$ cat src/sv/prle_pkg.sv
// Shared types and constants of the palette run-length pixel decoder.
// Used by prle_ctrl, prle_dpath and palette_rle_pixel_decoder; no dependencies.
package prle_pkg;

   localparam int unsigned BYTE_W   = 8;
   localparam int unsigned COUNT_W  = 6;
   localparam int unsigned MODE_W   = 2;
   localparam int unsigned TOTAL_W  = 32;
   localparam int unsigned CSR_IDX_W = 1;

   // Command byte modes; phase reuses the same codes, with the zero code meaning
   // that the decoder awaits a command byte.
   localparam logic [MODE_W-1:0] MODE_ZERO  = 2'd0;
   localparam logic [MODE_W-1:0] MODE_INDEX = 2'd1;
   localparam logic [MODE_W-1:0] MODE_PAIR  = 2'd2;
   localparam logic [MODE_W-1:0] MODE_ALPHA = 2'd3;
   localparam logic [MODE_W-1:0] PHASE_CMD  = MODE_ZERO;

   localparam logic [BYTE_W-1:0] ALPHA_OPAQUE = 8'd255;

   // Register indexes of the configuration port.
   localparam logic [CSR_IDX_W-1:0] CSR_DEFAULT_INDEX = 1'd0;
   localparam logic [CSR_IDX_W-1:0] CSR_PIXEL_TOTAL   = 1'd1;

   typedef enum logic {
      ST_BYTE,    // take input bytes
      ST_ZRUN     // emit a transparent run, input held
   } state_type;

   typedef struct packed {
      logic take_byte;
      logic emit_zero;
   } cmd_type;

   typedef struct packed {
      logic slot_free;
      logic zero_start;
      logic zero_end;
   } sts_type;

endpackage

$ cat src/sv/prle_ctrl.sv
// Controller of the palette run-length pixel decoder: byte intake versus
// transparent-run emission. Depends on prle_pkg.
module prle_ctrl (
   input  logic              clock,
   input  logic              reset,
   input  logic              req_tvalid,
   input  prle_pkg::sts_type sts,
   output prle_pkg::cmd_type cmd,
   output logic              in_ready
);

   prle_pkg::state_type state_ff;
   prle_pkg::state_type state_in;

   always_comb begin
      state_in = state_ff;
      case (state_ff)
         prle_pkg::ST_BYTE: begin
            if (req_tvalid && sts.slot_free && sts.zero_start) begin
               state_in = prle_pkg::ST_ZRUN;
            end
         end
         prle_pkg::ST_ZRUN: begin
            if (sts.slot_free && sts.zero_end) begin
               state_in = prle_pkg::ST_BYTE;
            end
         end
         default: state_in = prle_pkg::ST_BYTE;
      endcase
   end

   always_comb begin
      cmd      = '0;
      in_ready = 1'b0;
      case (state_ff)
         prle_pkg::ST_BYTE: begin
            in_ready      = sts.slot_free;
            cmd.take_byte = req_tvalid && sts.slot_free;
         end
         prle_pkg::ST_ZRUN: begin
            cmd.emit_zero = sts.slot_free;
         end
         default: begin
            in_ready = 1'b0;
         end
      endcase
   end

   always_ff @(posedge clock) begin
      if (reset) begin
         state_ff <= prle_pkg::ST_BYTE;
      end else begin
         state_ff <= state_in;
      end
   end

   a_zrun_no_intake: assert property (@(posedge clock) disable iff (reset)
      (state_ff == prle_pkg::ST_ZRUN) |-> (!in_ready && !cmd.take_byte))
      else $error("byte taken during transparent run");

   a_zrun_entry: assert property (@(posedge clock) disable iff (reset)
      (cmd.take_byte && sts.zero_start) |=> (state_ff == prle_pkg::ST_ZRUN))
      else $error("transparent run command did not start a run");

   a_zrun_exit: assert property (@(posedge clock) disable iff (reset)
      (cmd.emit_zero && sts.zero_end) |=> (state_ff == prle_pkg::ST_BYTE))
      else $error("transparent run did not end");

endmodule

$ cat src/sv/prle_dpath.sv
// Datapath of the palette run-length pixel decoder: run state, pixel counter,
// configuration registers and output register. Depends on prle_pkg.
module prle_dpath (
   input  logic                                  clock,
   input  logic                                  reset,
   input  prle_pkg::cmd_type                     cmd,
   output prle_pkg::sts_type                     sts,
   input  logic [prle_pkg::BYTE_W-1:0]           stream_byte,
   input  logic                                  csr_we,
   input  logic [prle_pkg::CSR_IDX_W-1:0]        csr_index,
   input  logic [prle_pkg::TOTAL_W-1:0]          csr_wdata,
   output logic                                  rsp_valid,
   input  logic                                  rsp_ready,
   output logic [prle_pkg::BYTE_W-1:0]           rsp_color_index,
   output logic [prle_pkg::BYTE_W-1:0]           rsp_alpha,
   output logic                                  rsp_image_last,
   output logic                                  rsp_run_last
);

   logic [prle_pkg::BYTE_W-1:0]  default_index_ff, default_index_in;
   logic [prle_pkg::TOTAL_W-1:0] pixel_total_ff, pixel_total_in;
   logic [prle_pkg::MODE_W-1:0]  phase_ff, phase_in;
   logic [prle_pkg::COUNT_W-1:0] run_ff, run_in;
   logic                         pair_ff, pair_in;
   logic [prle_pkg::BYTE_W-1:0]  held_ff, held_in;
   logic                         clip_ff, clip_in;
   logic [prle_pkg::COUNT_W-1:0] zcount_ff, zcount_in;
   logic [prle_pkg::TOTAL_W-1:0] done_ff, done_in;
   logic                         valid_ff, valid_in;
   logic [prle_pkg::BYTE_W-1:0]  index_ff, index_in;
   logic [prle_pkg::BYTE_W-1:0]  alpha_ff, alpha_in;
   logic                         img_last_ff, img_last_in;
   logic                         run_last_ff, run_last_in;

   logic [prle_pkg::COUNT_W-1:0] cmd_count;
   logic [prle_pkg::MODE_W-1:0]  cmd_mode;
   logic [prle_pkg::TOTAL_W:0]   done_next;
   logic                         img_end;
   logic                         pix_emit;

   assign cmd_count = stream_byte[prle_pkg::BYTE_W-1:prle_pkg::MODE_W];
   assign cmd_mode  = stream_byte[prle_pkg::MODE_W-1:0];
   assign done_next = {1'b0, done_ff} + {{prle_pkg::TOTAL_W{1'b0}}, 1'b1};
   assign img_end   = done_next >= {1'b0, pixel_total_ff};

   assign sts.slot_free  = !valid_ff || rsp_ready;
   assign sts.zero_start = (phase_ff == prle_pkg::PHASE_CMD) && (cmd_count != '0)
                           && (cmd_mode == prle_pkg::MODE_ZERO);
   assign sts.zero_end   = (zcount_ff == prle_pkg::COUNT_W'(1)) || img_end;

   always_comb begin
      default_index_in = default_index_ff;
      pixel_total_in   = pixel_total_ff;
      if (csr_we) begin
         case (csr_index)
            prle_pkg::CSR_DEFAULT_INDEX: default_index_in = csr_wdata[prle_pkg::BYTE_W-1:0];
            prle_pkg::CSR_PIXEL_TOTAL:   pixel_total_in   = csr_wdata;
            default: ;
         endcase
      end
   end

   always_comb begin
      phase_in    = phase_ff;
      run_in      = run_ff;
      pair_in     = pair_ff;
      held_in     = held_ff;
      clip_in     = clip_ff;
      zcount_in   = zcount_ff;
      done_in     = done_ff;
      pix_emit    = 1'b0;
      index_in    = index_ff;
      alpha_in    = alpha_ff;
      img_last_in = img_last_ff;
      run_last_in = run_last_ff;

      if (cmd.take_byte) begin
         if (phase_ff == prle_pkg::PHASE_CMD) begin
            if (cmd_count != '0) begin
               if (cmd_mode == prle_pkg::MODE_ZERO) begin
                  zcount_in = cmd_count;
               end else begin
                  phase_in = cmd_mode;
                  run_in   = cmd_count;
                  pair_in  = 1'b0;
                  clip_in  = 1'b0;
               end
            end
         end else if ((phase_ff == prle_pkg::MODE_PAIR) && !pair_ff) begin
            // Hold the index byte until its alpha arrives.
            held_in = stream_byte;
            pair_in = 1'b1;
         end else begin
            pair_in = 1'b0;
            run_in  = run_ff - prle_pkg::COUNT_W'(1);
            if (run_ff == prle_pkg::COUNT_W'(1)) begin
               phase_in = prle_pkg::PHASE_CMD;
            end
            if (!clip_ff) begin
               pix_emit    = 1'b1;
               run_last_in = 1'b1;
               clip_in     = img_end;
               case (phase_ff)
                  prle_pkg::MODE_INDEX: begin
                     index_in = stream_byte;
                     alpha_in = prle_pkg::ALPHA_OPAQUE;
                  end
                  prle_pkg::MODE_PAIR: begin
                     index_in = held_ff;
                     alpha_in = stream_byte;
                  end
                  default: begin
                     index_in = default_index_ff;
                     alpha_in = stream_byte;
                  end
               endcase
            end
         end
      end else if (cmd.emit_zero) begin
         pix_emit    = 1'b1;
         index_in    = '0;
         alpha_in    = '0;
         run_last_in = sts.zero_end;
         zcount_in   = zcount_ff - prle_pkg::COUNT_W'(1);
      end

      if (pix_emit) begin
         img_last_in = img_end;
         done_in     = img_end ? '0 : done_next[prle_pkg::TOTAL_W-1:0];
      end
   end

   assign valid_in = pix_emit || (valid_ff && !rsp_ready);

   always_ff @(posedge clock) begin
      if (reset) begin
         default_index_ff <= '0;
         pixel_total_ff   <= prle_pkg::TOTAL_W'(1);
         phase_ff         <= prle_pkg::PHASE_CMD;
         run_ff           <= '0;
         pair_ff          <= 1'b0;
         held_ff          <= '0;
         clip_ff          <= 1'b0;
         zcount_ff        <= '0;
         done_ff          <= '0;
         valid_ff         <= 1'b0;
      end else begin
         default_index_ff <= default_index_in;
         pixel_total_ff   <= pixel_total_in;
         phase_ff         <= phase_in;
         run_ff           <= run_in;
         pair_ff          <= pair_in;
         held_ff          <= held_in;
         clip_ff          <= clip_in;
         zcount_ff        <= zcount_in;
         done_ff          <= done_in;
         valid_ff         <= valid_in;
      end
   end

   always_ff @(posedge clock) begin
      index_ff    <= index_in;
      alpha_ff    <= alpha_in;
      img_last_ff <= img_last_in;
      run_last_ff <= run_last_in;
   end

   assign rsp_valid       = valid_ff;
   assign rsp_color_index = index_ff;
   assign rsp_alpha       = alpha_ff;
   assign rsp_image_last  = img_last_ff;
   assign rsp_run_last    = run_last_ff;

   a_payload_has_count: assert property (@(posedge clock) disable iff (reset)
      (phase_ff != prle_pkg::PHASE_CMD) |-> (run_ff != '0))
      else $error("payload phase with no bytes left");

   a_no_pair_at_cmd: assert property (@(posedge clock) disable iff (reset)
      (phase_ff == prle_pkg::PHASE_CMD) |-> !pair_ff)
      else $error("half pair pending while awaiting a command");

   a_zrun_nonempty: assert property (@(posedge clock) disable iff (reset)
      cmd.emit_zero |-> (zcount_ff != '0))
      else $error("transparent pixel emitted past run count");

   a_counter_restart: assert property (@(posedge clock) disable iff (reset)
      (pix_emit && img_end) |=> (done_ff == '0 && rsp_image_last && rsp_valid))
      else $error("pixel counter did not restart at image end");

endmodule

$ cat src/sv/palette_rle_pixel_decoder.sv
// Top level of the palette run-length pixel decoder: stream ports and the
// controller/datapath pair. Depends on prle_pkg, prle_ctrl and prle_dpath.
//
// Decodes a run-length pixel body, one byte per item on req_, into pixels
// (palette index and alpha) on rsp_. A command byte holds a count in bits 7..2
// and a mode in bits 1..0: mode 0 gives count transparent pixels, mode 1 is
// followed by count index bytes (alpha 255), mode 2 by count index/alpha pairs,
// mode 3 by count alpha bytes that take the default_index register. A command
// with count 0 is consumed silently. Pixels are counted against pixel_total;
// the pixel that completes an image carries rsp_tlast, the counter restarts,
// and the rest of a run that crosses the image end is consumed without output.
// rsp_tuser marks the last pixel caused by one input byte. Rate: one input byte
// per cycle while rsp_ tready stays high, set by the single output register; a
// mode 0 command holds req_tready low while the controller produces its run (up
// to 63 pixels) one pixel per cycle while rsp_tready is high. Registers are
// written through csr_we/csr_index/csr_wdata (index 0 default_index, index 1
// pixel_total), by the user only while idle; the block does not enforce it.
module palette_rle_pixel_decoder (
   input  logic                                clock,
   input  logic                                reset,
   // input byte stream
   input  logic                                req_tvalid,
   output logic                                req_tready,
   input  logic [7:0]                          req_tdata,   // [7:0] stream_byte
   // pixel stream
   output logic                                rsp_tvalid,
   input  logic                                rsp_tready,
   output logic [15:0]                         rsp_tdata,   // [7:0] color_index, [15:8] alpha
   output logic                                rsp_tlast,   // image_last
   output logic [0:0]                          rsp_tuser,   // [0] run_last
   // configuration writes
   input  logic                                csr_we,
   input  logic [prle_pkg::CSR_IDX_W-1:0]      csr_index,
   input  logic [prle_pkg::TOTAL_W-1:0]        csr_wdata
);

   prle_pkg::cmd_type cmd;
   prle_pkg::sts_type sts;

   logic [prle_pkg::BYTE_W-1:0] pix_index;
   logic [prle_pkg::BYTE_W-1:0] pix_alpha;
   logic                        pix_run_last;

   // Sequence byte intake and transparent runs.
   prle_ctrl u_ctrl (
      .clock      (clock),
      .reset      (reset),
      .req_tvalid (req_tvalid),
      .sts        (sts),
      .cmd        (cmd),
      .in_ready   (req_tready)
   );

   // Hold run state, pixel counter, registers and the output item.
   prle_dpath u_dpath (
      .clock           (clock),
      .reset           (reset),
      .cmd             (cmd),
      .sts             (sts),
      .stream_byte     (req_tdata),
      .csr_we          (csr_we),
      .csr_index       (csr_index),
      .csr_wdata       (csr_wdata),
      .rsp_valid       (rsp_tvalid),
      .rsp_ready       (rsp_tready),
      .rsp_color_index (pix_index),
      .rsp_alpha       (pix_alpha),
      .rsp_image_last  (rsp_tlast),
      .rsp_run_last    (pix_run_last)
   );

   // Pack the pixel fields, index in the low byte.
   assign rsp_tdata = {pix_alpha, pix_index};
   assign rsp_tuser = pix_run_last;

endmodule

$ cat config.mk
export PLATFORM = sky130hd
export DESIGN_NAME = palette_rle_pixel_decoder
export DESIGN_NICKNAME = d
export VERILOG_FILES = /design/src/sv/prle_pkg.sv /design/src/sv/prle_ctrl.sv /design/src/sv/prle_dpath.sv /design/src/sv/palette_rle_pixel_decoder.sv
export SDC_FILE = /design/constraint.sdc
export NUM_CORES = 1
export LEC_CHECK = 0
export ABC_CLOCK_PERIOD_IN_PS = 4800
export BUFFER_PORTS_ARGS = -buffer_cell sky130_fd_sc_hd__buf_2
export CAP_MARGIN = 40
export CORE_UTILIZATION = 45
export DETAILED_ROUTE_END_ITERATION = 16
export SLEW_MARGIN = 15
export SYNTH_ARGS = -nofsm -noshare
export SYNTH_HDL_FRONTEND = slang
export SYNTH_SLANG_ARGS = --single-unit
export TNS_END_PERCENT = 10
$ cat constraint.sdc
create_clock -name clock -period 4.8 [get_ports clock]
set_clock_uncertainty 0.15 [all_clocks]
set_input_delay 0 -clock clock [delete_from_list [all_inputs] [get_ports clock]]
set_output_delay 0 -clock clock [all_outputs]
set_load 0.05 [all_outputs]
==> results of run 1 <==
==> registers in the layout, indices dropped and copies added (netlist names) <==
signal	cells
u_ctrl.state_ff	1
u_dpath.clip_ff	1
u_dpath.default_index_ff	8
u_dpath.done_ff	32
u_dpath.held_ff	8
u_dpath.pair_ff	1
u_dpath.phase_ff	2
u_dpath.pixel_total_ff	32
u_dpath.rsp_alpha	8
u_dpath.rsp_color_index	8
u_dpath.rsp_image_last	1
u_dpath.rsp_run_last	1
u_dpath.rsp_valid	1
u_dpath.run_ff	6
u_dpath.zcount_ff	6
==> synthesized netlist by cell type, types with 2 or more instances <==
library cell / instances
xnor2_1: 18
o41ai_1: 2
buf_6: 3
xor2_1: 10
a31oi_1: 19
and4_1: 8
nor2b_1: 5
nor4_4: 2
buf_4: 2
a21o_1: 5
a21oi_1: 56
buf_2: 6
nand2b_1: 10
nor4_1: 4
inv_1: 44
ha_1: 40
nand2_1: 118
a41oi_1: 2
a211oi_1: 11
o21ai_0: 20
and2_1: 7
nand4_1: 7
clkbuf_1: 26
and3_1: 14
a32o_1: 16
nand3_1: 38
a22oi_1: 16
o211ai_1: 4
a221oi_1: 2
o22ai_1: 2
nor2_1: 66
buf_1: 5
nand3b_1: 5
mux2i_1: 9
nor3b_1: 2
dfxtp_1: 98
edfxtp_1: 18
nor3_1: 8
==> power groups by stage <==
stage	clock (uW)	combinational [uW]	sequential, uW
6_report	1310	433	1070
3_5_place_dp	0	403	1090
5_1_grt	1370	478	1080
3_3_place_gp	0	396	1090
2_1_floorplan	0	238	1140
4_1_cts	1320	432	1070
==> worst paths after layout <==
kind                                            startpoint                    endpoint  slack (ns)  cells past startpoint
worst min-delay path                                 reset        u_dpath.zcount_ff[3]         0.1                      3
worst min register to register  u_dpath.pixel_total_ff[16]  u_dpath.pixel_total_ff[16]        0.31                      2
worst max register to register          u_dpath.done_ff[0]         u_dpath.done_ff[29]        0.49                     17
worst max-delay path                    u_dpath.done_ff[0]         u_dpath.done_ff[29]        0.49                     17
==> per-layer routing <==
metal  up-vias  global-route usage [%]
li1       2820                       -
met1      2677                    32.2
met2       136                    37.1
met3        24                    5.94
met4         0                    7.81
met5         -                       0
==> per-stage QoR <==
step                hold WS [ns]  power [uW]  setup WS (ns)  util (%)
detailed placement        0.0814        1500          0.420      49.9
CTS                      0.00927        2830          0.379      57.6
global route               0.143        2930         0.0213      57.8
floorplan                -0.0288        1380          0.958         -
global placement          0.0825        1490          0.570      49.9
finish                    0.0980        2810          0.493      57.8
==> critical path, cell delays in order (launching register included) <==
cell and delay [ns]:
dfxtp_1 0.39, ha_2 0.27, and4_1 0.25, and4_1 0.35, nand3_1 0.24, nor2_1 0.27, nand3_1 0.12, xnor2_1 0.21
ha_1 0.29, nand4_1 0.12, nor4_1 0.06, buf_4 0.15, a221oi_1 0.25, o211ai_1 0.24, nor4_4 0.31, buf_12 0.24
a41oi_1 0.13, a31oi_1 0.17
==> cell families (layout without fill, tap and decap cells) <==
| logic type | after synthesis | count (layout) | synth area share (%) |
|---|---|---|---|
| multiplexers | 9 | 9 | 1.44 |
| AND/OR/NAND/NOR | 298 | 298 | 22.7 |
| buffers and inverters | 88 | 197 | 6.08 |
| adder cells (fa/ha/maj) | 40 | 40 | 8.02 |
| XOR/XNOR | 29 | 29 | 4.19 |
| AO/OA/AOI/OAI | 164 | 164 | 17.5 |
| flip-flops | 116 | 116 | 40.1 |
==> final cells by class <==
cell class / count / area [um^2] / share of cell area, %
Multi-Input combinational cell: 540 / 3370 / 43.5
Sequential cell: 116 / 2500 / 32.3
Timing Repair Buffer: 121 / 881 / 11.4
Clock buffer: 17 / 425 / 5.49
Tap cell: 176 / 220 / 2.84
Clock inverter: 15 / 181 / 2.34
Inverter: 44 / 165 / 2.13
==> timing repair <==
action / in CTS / in global routing
endpoints found under the hold margin: 73 / 2
gates resized for setup: 0 / 2
hold buffers: 43 / 1
setup endpoints to repair: 0 / 11
==> results.sh, run 1 <==
export IMPL_tritoncts="done"
export IMPL_cp_start_kind="flip-flop"
export IMPL_path_clk_slew_ns=0.06
export IMPL_synth_distinct_cells=54
export IMPL_io_buffers=65
export IMPL_core_mm2=0.0134
export IMPL_swShare_pct=28.4
export IMPL_initialDrtViolationCount=500
export IMPL_synthCells=744
export IMPL_antenna_found_initial=0
export IMPL_placed_cell_area_mm2=0.00668
export IMPL_num_io_pins=66
export IMPL_detail_route_antenna_nets=0
export IMPL_ir_drop_mv=0.265
export IMPL_syn_area_mm2=0.00624
export IMPL_wire_per_inst_um=15.9
export IMPL_n_antenna_cell=0
export IMPL_pwr_share_seq_pct=38.1
export IMPL_top_layer="met4"
export IMPL_critPathCaptureType="flip-flop"
export IMPL_period_needed_ns=4.31
export IMPL_clock_sinks=116
export IMPL_ys_seq_elements=116
export IMPL_crit_type="reg -> reg"
export IMPL_setup_viol=0
export IMPL_core_rowCount=42
export IMPL_dp_cells=952
export IMPL_instances_no_fill=1029
export IMPL_ys_seq_area_share_pct=40.1
export IMPL_post_cts_buffers=0
export IMPL_grtUsageTotal_pct=23.9
export IMPL_area_growth_pct=24.1
export IMPL_leakagePower_uw=0.00312
export IMPL_tns_ns=0
export IMPL_yosys_area_top_type="dfxtp_1"
export IMPL_final_cell_area_mm2=0.00774
export IMPL_hold_class="in -> reg"
export IMPL_final_hold_violation_count=0
export IMPL_yosys_warnings=0
export IMPL_viasPerCell=5.50
export IMPL_gp_congestion=0.902
export IMPL_drcViolationCount=0
export IMPL_numCtsBuffers=17
export IMPL_fin_crit_sh_pct=89.7
export IMPL_grt_pass1_wl_um=26600
export IMPL_grt_pass1_vias=5348
export IMPL_p_int_uw=2010
export IMPL_worstMarginPinSlew_ns=0.859
export IMPL_die_h_um=120
export IMPL_status="complete, no violations"
export IMPL_htree_levels=4
export IMPL_grt_ovfl_total=0
export IMPL_met3_length_um=784
export IMPL_rsz0062_at_grt="no"
export IMPL_drive_above_1_share_pct=13.7
export IMPL_synth_top_cells_by_area="dfxtp_1 31%, edfxtp_1 8.7%, ha_1 8.0%"
export IMPL_routed_wl_um=16400
export IMPL_grt_max_degree=78
export IMPL_initial_core_util_pct=46.6
export IMPL_drv_slew=0
export IMPL_syn_nets=830
export IMPL_powerDensity_mw_per_mm2=363
export IMPL_combPwrFrac_pct=15.4
export IMPL_relSlewSlack_pct=42.7
export IMPL_power_frac_clock_pct=46.4
export IMPL_dpl_hpwl_um=11100
export IMPL_worstSkewPairLatency_ns=0.42
export IMPL_cp_arrival_ns=4.51
export IMPL_synth_top_area_share_pct=31.4
export IMPL_synthArstFlopShare_pct=0
export IMPL_p_sw_uw=799
export IMPL_fin_nets=926
export IMPL_final_cell_mix="118 x nand2_1, 98 x dfxtp_1, 65 x nor2_1, 65 x buf_2, 56 x a21oi_1"
export IMPL_cp_required_ns=5.00
export IMPL_drv_cap=0
export IMPL_worst_path_max_fanout=34
export IMPL_synth_area_per_cell_um2=8.39
export IMPL_cts_root_buf="clkbuf_16"
export IMPL_drt_met1_wl_um=7750
export IMPL_max_freq_mhz=232
export IMPL_vias=5657
export IMPL_synthFlopType="dfxtp_1"
export IMPL_layout_commonest_cell="nand2_1"
export IMPL_dr_wl_met2_um=7570
export IMPL_synth_edf_count=18
export IMPL_fillers=1210
export IMPL_die_area_mm2=0.0143
export IMPL_clockBufferDepth=2
export IMPL_dr_pass1_iters=5
export IMPL_fp_dieW_um=120
Power figures use the tool's default switching activity.
==> run 2, diff against run 1 <==
--- a/config.mk
+++ b/config.mk
@@ -5,7 +5,7 @@
 export SDC_FILE = /design/constraint.sdc
 export NUM_CORES = 1
 export LEC_CHECK = 0
-export ABC_CLOCK_PERIOD_IN_PS = 4800
+export ABC_CLOCK_PERIOD_IN_PS = 4830
 export BUFFER_PORTS_ARGS = -buffer_cell sky130_fd_sc_hd__buf_2
 export CAP_MARGIN = 40
 export CORE_UTILIZATION = 45
==> constraint.sdc (replaced) <==
create_clock -name clock -period 4.83 [get_ports clock]
set_clock_uncertainty 0.15 [all_clocks]
set_input_delay 0 -clock clock [delete_from_list [all_inputs] [get_ports clock]]
set_output_delay 0 -clock clock [all_outputs]
set_load 0.05 [all_outputs]
==> results.sh, run 2 (synthesis results as in run 1) <==
export IMPL_rsz0062_at_grt="no"
export IMPL_vias=5655
export IMPL_setup_viol=0
export IMPL_path_clk_slew_ns=0.05
export IMPL_worst_path_max_fanout=34
export IMPL_fin_nets=925
export IMPL_post_cts_buffers=0
export IMPL_reg_largest_list="u_dpath.done_ff (32), u_dpath.pixel_total_ff (32)"
export IMPL_fp_dieW_um=120
export IMPL_critPathCaptureType="flip-flop"
export IMPL_initial_core_util_pct=46.6
export IMPL_layout_commonest_cell="nand2_1"
export IMPL_fillers=1207
export IMPL_worstSkewPairLatency_ns=0.41
export IMPL_die_area_mm2=0.0143
export IMPL_die_h_um=120
export IMPL_viasPerCell=5.50
export IMPL_detail_route_antenna_nets=0
export IMPL_core_rowCount=42
export IMPL_gp_congestion=0.913
export IMPL_clockBufferDepth=2
export IMPL_leakagePower_uw=0.00314
export IMPL_dpl_hpwl_um=11300
export IMPL_drive_above_1_share_pct=13.3
export IMPL_cp_required_ns=5.02
export IMPL_cp_arrival_ns=4.59
export IMPL_drv_cap=0
export IMPL_status="complete, no violations"
export IMPL_instances_no_fill=1028
export IMPL_fin_crit_sh_pct=91.1
export IMPL_drv_slew=0
export IMPL_cts_root_buf="clkbuf_16"
export IMPL_grt_pass1_wl_um=26700
export IMPL_final_hold_violation_count=0
export IMPL_num_io_pins=66
export IMPL_n_antenna_cell=0
export IMPL_holdWs_ns=0.116
export IMPL_grt_ovfl_total=0
export IMPL_relSlewSlack_pct=43.4
export IMPL_core_mm2=0.0134
export IMPL_grtUsageTotal_pct=24.0
export IMPL_crit_type="reg -> reg"
export IMPL_hold_class="in -> reg"
export IMPL_antenna_found_initial=0
export IMPL_worstMarginPinSlew_ns=0.849
export IMPL_multi_input_area_mm2=0.00337
export IMPL_tns_ns=0
export IMPL_area_growth_pct=24.6
export IMPL_final_seq_area_mm2=0.00250
export IMPL_io_buffers=65
export IMPL_grt_max_degree=78
export IMPL_clock_sinks=116
export IMPL_max_freq_mhz=227
export IMPL_period_needed_ns=4.40
export IMPL_ir_drop_mv=0.262
export IMPL_dp_cells=951
export IMPL_powerDensity_mw_per_mm2=373
export IMPL_dr_pass1_iters=5
export IMPL_drcViolationCount=0
export IMPL_tritoncts="done"
export IMPL_wire_per_inst_um=16.0
export IMPL_cp_start_kind="flip-flop"
export IMPL_grt_pass1_vias=5479
export IMPL_routed_wl_um=16400
export IMPL_numCtsBuffers=17
export IMPL_final_cell_mix="118 x nand2_1, 98 x dfxtp_1, 65 x buf_2"
export IMPL_htree_levels=4
export IMPL_initialDrtViolationCount=298
-- run 2: per-stage QoR --
step                      setup slack [ns]  area [um^2]  power [uW]  util, %
after floorplan                      0.988         6240        1370        -
after global placement               0.599         6660        1470     49.7
after detailed placement             0.341         6660        1490     49.7
after CTS                            0.303         7750        2930     57.9
after global routing              0.000254         7780        3020     58.0
final                                0.428         7780        2900     58.0
-- run 2: layout make-up --
cell class	count	share of cell area, %
flip-flops and latches	116	32.2
clock buffers	18	5.52
multi-input cells	540	43.3
well taps	176	2.83
inverters	44	2.12
clock inverters	14	2.98
repair buffers	120	11.1
-- run 2: metal layers --
metal / up-vias / part of all wire [%] / global-route usage (%)
met4: 0 / 1.3 / 7.97
met3: 16 / 4.1 / 5.18
met2: 134 / 47 / 38.9
met1: 2680 / 47 / 31.6
met5: - / 0 / 0
li1: 2825 / - / -
-- run 2: worst paths after layout --
check                                                 from                    endpoint  slack [ns]  cells after the start
worst max-delay path                    u_dpath.done_ff[0]         u_dpath.done_ff[29]        0.43                     17
worst max register to register          u_dpath.done_ff[0]         u_dpath.done_ff[29]        0.43                     17
worst min-delay path                                 reset        u_dpath.zcount_ff[3]        0.12                      3
worst min register to register  u_dpath.pixel_total_ff[30]  u_dpath.pixel_total_ff[30]        0.30                      2
-- run 2: power by group --
group	switching [uW]	internal (uW)
Sequential	29.6	1040
Combinational	279	150
Clock	446	963
Total	755	2150
-- run 2: critical path, cell delays in order (launching register included) --
cell,delay (ns)
dfxtp_1,0.38
ha_1,0.32
and4_1,0.26
and4_1,0.36
nand3_1,0.26
nor2_2,0.23
nand3_1,0.11
xnor2_1,0.22
ha_1,0.29
nand4_1,0.13
nor4_1,0.07
buf_4,0.15
a221oi_1,0.27
o211ai_1,0.26
nor4_4,0.31
buf_12,0.23
a41oi_1,0.14
a31oi_1,0.17
-- run 2: timing repair --
item / 4_1_cts / 5_1_grt
resized for setup: 0 / 2
hold buffers: 43 / 1
endpoints found under the hold margin: 73 / 2
endpoints found under the setup margin: 0 / 11
==> run 3, diff against run 2 <==
--- a/config.mk
+++ b/config.mk
@@ -5,11 +5,13 @@
 export SDC_FILE = /design/constraint.sdc
 export NUM_CORES = 1
 export LEC_CHECK = 0
-export ABC_CLOCK_PERIOD_IN_PS = 4830
+export ABC_CLOCK_PERIOD_IN_PS = 5450
 export BUFFER_PORTS_ARGS = -buffer_cell sky130_fd_sc_hd__buf_2
 export CAP_MARGIN = 40
 export CORE_UTILIZATION = 45
+export CTS_BUF_LIST = sky130_fd_sc_hd__clkbuf_8
 export DETAILED_ROUTE_END_ITERATION = 16
+export PLACE_DENSITY = 0.7
 export SLEW_MARGIN = 15
 export SYNTH_ARGS = -nofsm -noshare
 export SYNTH_HDL_FRONTEND = slang
==> constraint.sdc (replaced) <==
create_clock -name clock -period 5.45 [get_ports clock]
set_clock_uncertainty 0.15 [all_clocks]
set_input_delay 0 -clock clock [delete_from_list [all_inputs] [get_ports clock]]
set_output_delay 0 -clock clock [all_outputs]
set_load 0.05 [all_outputs]
==> results.sh, run 3 (synthesis results as in run 1) <==
export IMPL_p_int_uw=1500
export IMPL_p_sw_uw=659
export IMPL_cp_start_kind="flip-flop"
export IMPL_powerDensity_mw_per_mm2=287
export IMPL_htree_levels=4
export IMPL_worstMarginPinSlew_ns=0.818
export IMPL_n_antenna_cell=0
export IMPL_vias=5689
export IMPL_die_h_um=120
export IMPL_detail_route_antenna_nets=0
export IMPL_status="complete, no violations"
export IMPL_initial_core_util_pct=46.6
export IMPL_grt_ovfl_total=0
export IMPL_timing_rr_end="u_dpath.done_ff[6]"
export IMPL_min_delay_start="reset"
export IMPL_critPathCaptureType="flip-flop"
export IMPL_path_clk_slew_ns=0.07
export IMPL_dr_pass1_iters=5
export IMPL_setup_viol=0
export IMPL_fin_crit_sh_pct=86.3
export IMPL_final_cell_mix="118 x nand2_1, 98 x dfxtp_1, 66 x nor2_1"
export IMPL_critPathMaxStageDelay_ns=0.67
export IMPL_drive_above_1_share_pct=13.4
export IMPL_core_rowCount=42
export IMPL_cp_arrival_ns=4.89
export IMPL_tritoncts="done"
export IMPL_grtUsageTotal_pct=23.0
export IMPL_grt_max_degree=78
export IMPL_area_growth_pct=20.9
export IMPL_final_seq_area_mm2=0.00250
export IMPL_worstPathCellList="ha_1, and4_1, and4_1, nand3_1, nor2_1, nand3_1, xnor2_1, ha_1, nand4_1, nor4_1, a221oi_1, o211ai_1, nor4_4, buf_4, a31oi_1, o22ai_1"
export IMPL_clockBufferDepth=2
export IMPL_grt_pass1_vias=5502
export IMPL_swShare_pct=30.5
export IMPL_critPathSlowestCell="nor4_1"
export IMPL_viasPerCell=5.53
export IMPL_drv_slew=0
export IMPL_r2r_start="u_dpath.done_ff[0]"
export IMPL_hold_class="in -> reg"
export IMPL_reg_largest_list="u_dpath.done_ff (32), u_dpath.pixel_total_ff (32)"
export IMPL_antenna_found_initial=0
export IMPL_worst_path_max_fanout=27
export IMPL_crit_type="reg -> reg"
export IMPL_cts_root_buf="clkbuf_8"
export IMPL_ir_drop_mv=0.237
export IMPL_numCtsBuffers=17
export IMPL_wire_per_inst_um=15.4
export IMPL_clock_sinks=116
export IMPL_initialDrtViolationCount=447
export IMPL_die_area_mm2=0.0143
export IMPL_dpl_hpwl_um=11000
export IMPL_hold_path_depth=3
export IMPL_pwr_share_seq_pct=43.6
export IMPL_period_needed_ns=4.70
export IMPL_core_mm2=0.0134
export IMPL_relSlewSlack_pct=45.4
export IMPL_rsz0062_at_grt="no"
export IMPL_leakagePower_uw=0.00304
export IMPL_multi_input_area_mm2=0.00336
export IMPL_tns_ns=0
export IMPL_cp_required_ns=5.63
export IMPL_final_hold_violation_count=0
export IMPL_gp_congestion=0.927
export IMPL_drv_cap=0
export IMPL_num_io_pins=66
export IMPL_worst_r2r_path_depth=16
export IMPL_worstSkewPairLatency_ns=0.45
export IMPL_max_freq_mhz=213
export IMPL_hold_end="u_dpath.zcount_ff[3]"
export IMPL_io_buffers=65
export IMPL_fp_dieW_um=120
export IMPL_power_frac_clock_pct=38.8
export IMPL_rrSetupSlack_ns=0.75
export IMPL_post_place_ws_ns=0.816
export IMPL_worst_slack_ns=0.748
export IMPL_drcViolationCount=0
export IMPL_layout_commonest_cell="nand2_1"
export IMPL_fillers=1191
export IMPL_fin_nets=926
export IMPL_routed_wl_um=15800
export IMPL_grt_pass1_wl_um=26100
export IMPL_combPwrFrac_pct=17.7
## run 3: changes by cell type in the layout (fill, tap and decap cells not counted), sizes merged
cell and change:
bufinv -3, clkbuf -1, clkinv +1, dlygate4sd3 +1, inv +3
## run 3: cell type report
cell class                 instances  share of cell area, %
clock buffer                      17                   3.10
clock inverter                    15                   2.37
inverter                          44                   2.19
multi-input combinational        540                   44.6
sequential                       116                   33.2
tap                              176                   2.92
timing repair buffer             121                   11.7
## run 3: critical path: cells and delay by family, from the launching register on
family,cells,cell delay (ns)
buffers and inverters,1,0.30
flip-flops,1,0.39
AO/OA/AOI/OAI,4,0.77
AND/OR/NAND/NOR,8,2.17
adder cells (fa/ha/maj),2,0.64
XOR/XNOR,1,0.16
## run 3: power groups by stage
stage | clock network, uW | logic (uW) | registers [uW]
floorplan | 0 | 209 | 1000
global placement | 0 | 337 | 959
detailed placement | 0 | 351 | 961
CTS | 853 | 377 | 942
global route | 896 | 421 | 947
finish | 839 | 382 | 942
## run 3: worst max path at each step
| stage | start | slack [ns] | depth (start not counted) | endpoint |
|---|---|---|---|---|
| after CTS | u_dpath.done_ff[0] | 0.82 | 16 | u_dpath.done_ff[6] |
| after detailed placement | u_dpath.done_ff[0] | 0.82 | 16 | u_dpath.done_ff[31] |
| after global routing | u_dpath.done_ff[0] | 0.42 | 16 | u_dpath.done_ff[13] |
| final | u_dpath.done_ff[0] | 0.75 | 16 | u_dpath.done_ff[6] |
| after floorplan | u_dpath.done_ff[0] | 1.61 | 16 | u_dpath.done_ff[12] |
| after global placement | u_dpath.done_ff[0] | 1.11 | 16 | u_dpath.done_ff[31] |
## run 3: per-stage QoR
| step | total power (uW) | hold slack, ns | area [um^2] | util [%] | std cells |
|---|---|---|---|---|---|
| global route | 2260 | 0.0993 | 7550 | 56.3 | 1029 |
| finish | 2160 | 0.0853 | 7550 | 56.3 | 1029 |
| detailed placement | 1310 | 0.101 | 6660 | 49.7 | 950 |
| global placement | 1300 | 0.0907 | 6630 | 49.5 | 948 |
| floorplan | 1210 | -0.0288 | 6240 | - | 744 |
| CTS | 2170 | 0.0390 | 7520 | 56.1 | 1026 |
## run 3: what timing repair did
item,4_1_cts,5_1_grt
hold endpoints to repair,78,2
resized for setup,0,0
setup buffers,0,0
hold buffers,44,1
## run 3: routing by layer
layer	GRT usage (%)	vias to the layer above	part of all wire [%]
li1	-	2823	-
met1	28.3	2685	44
met2	38.6	154	49
met3	6.13	27	4.4
met4	8.36	0	1.9
met5	0	-	0
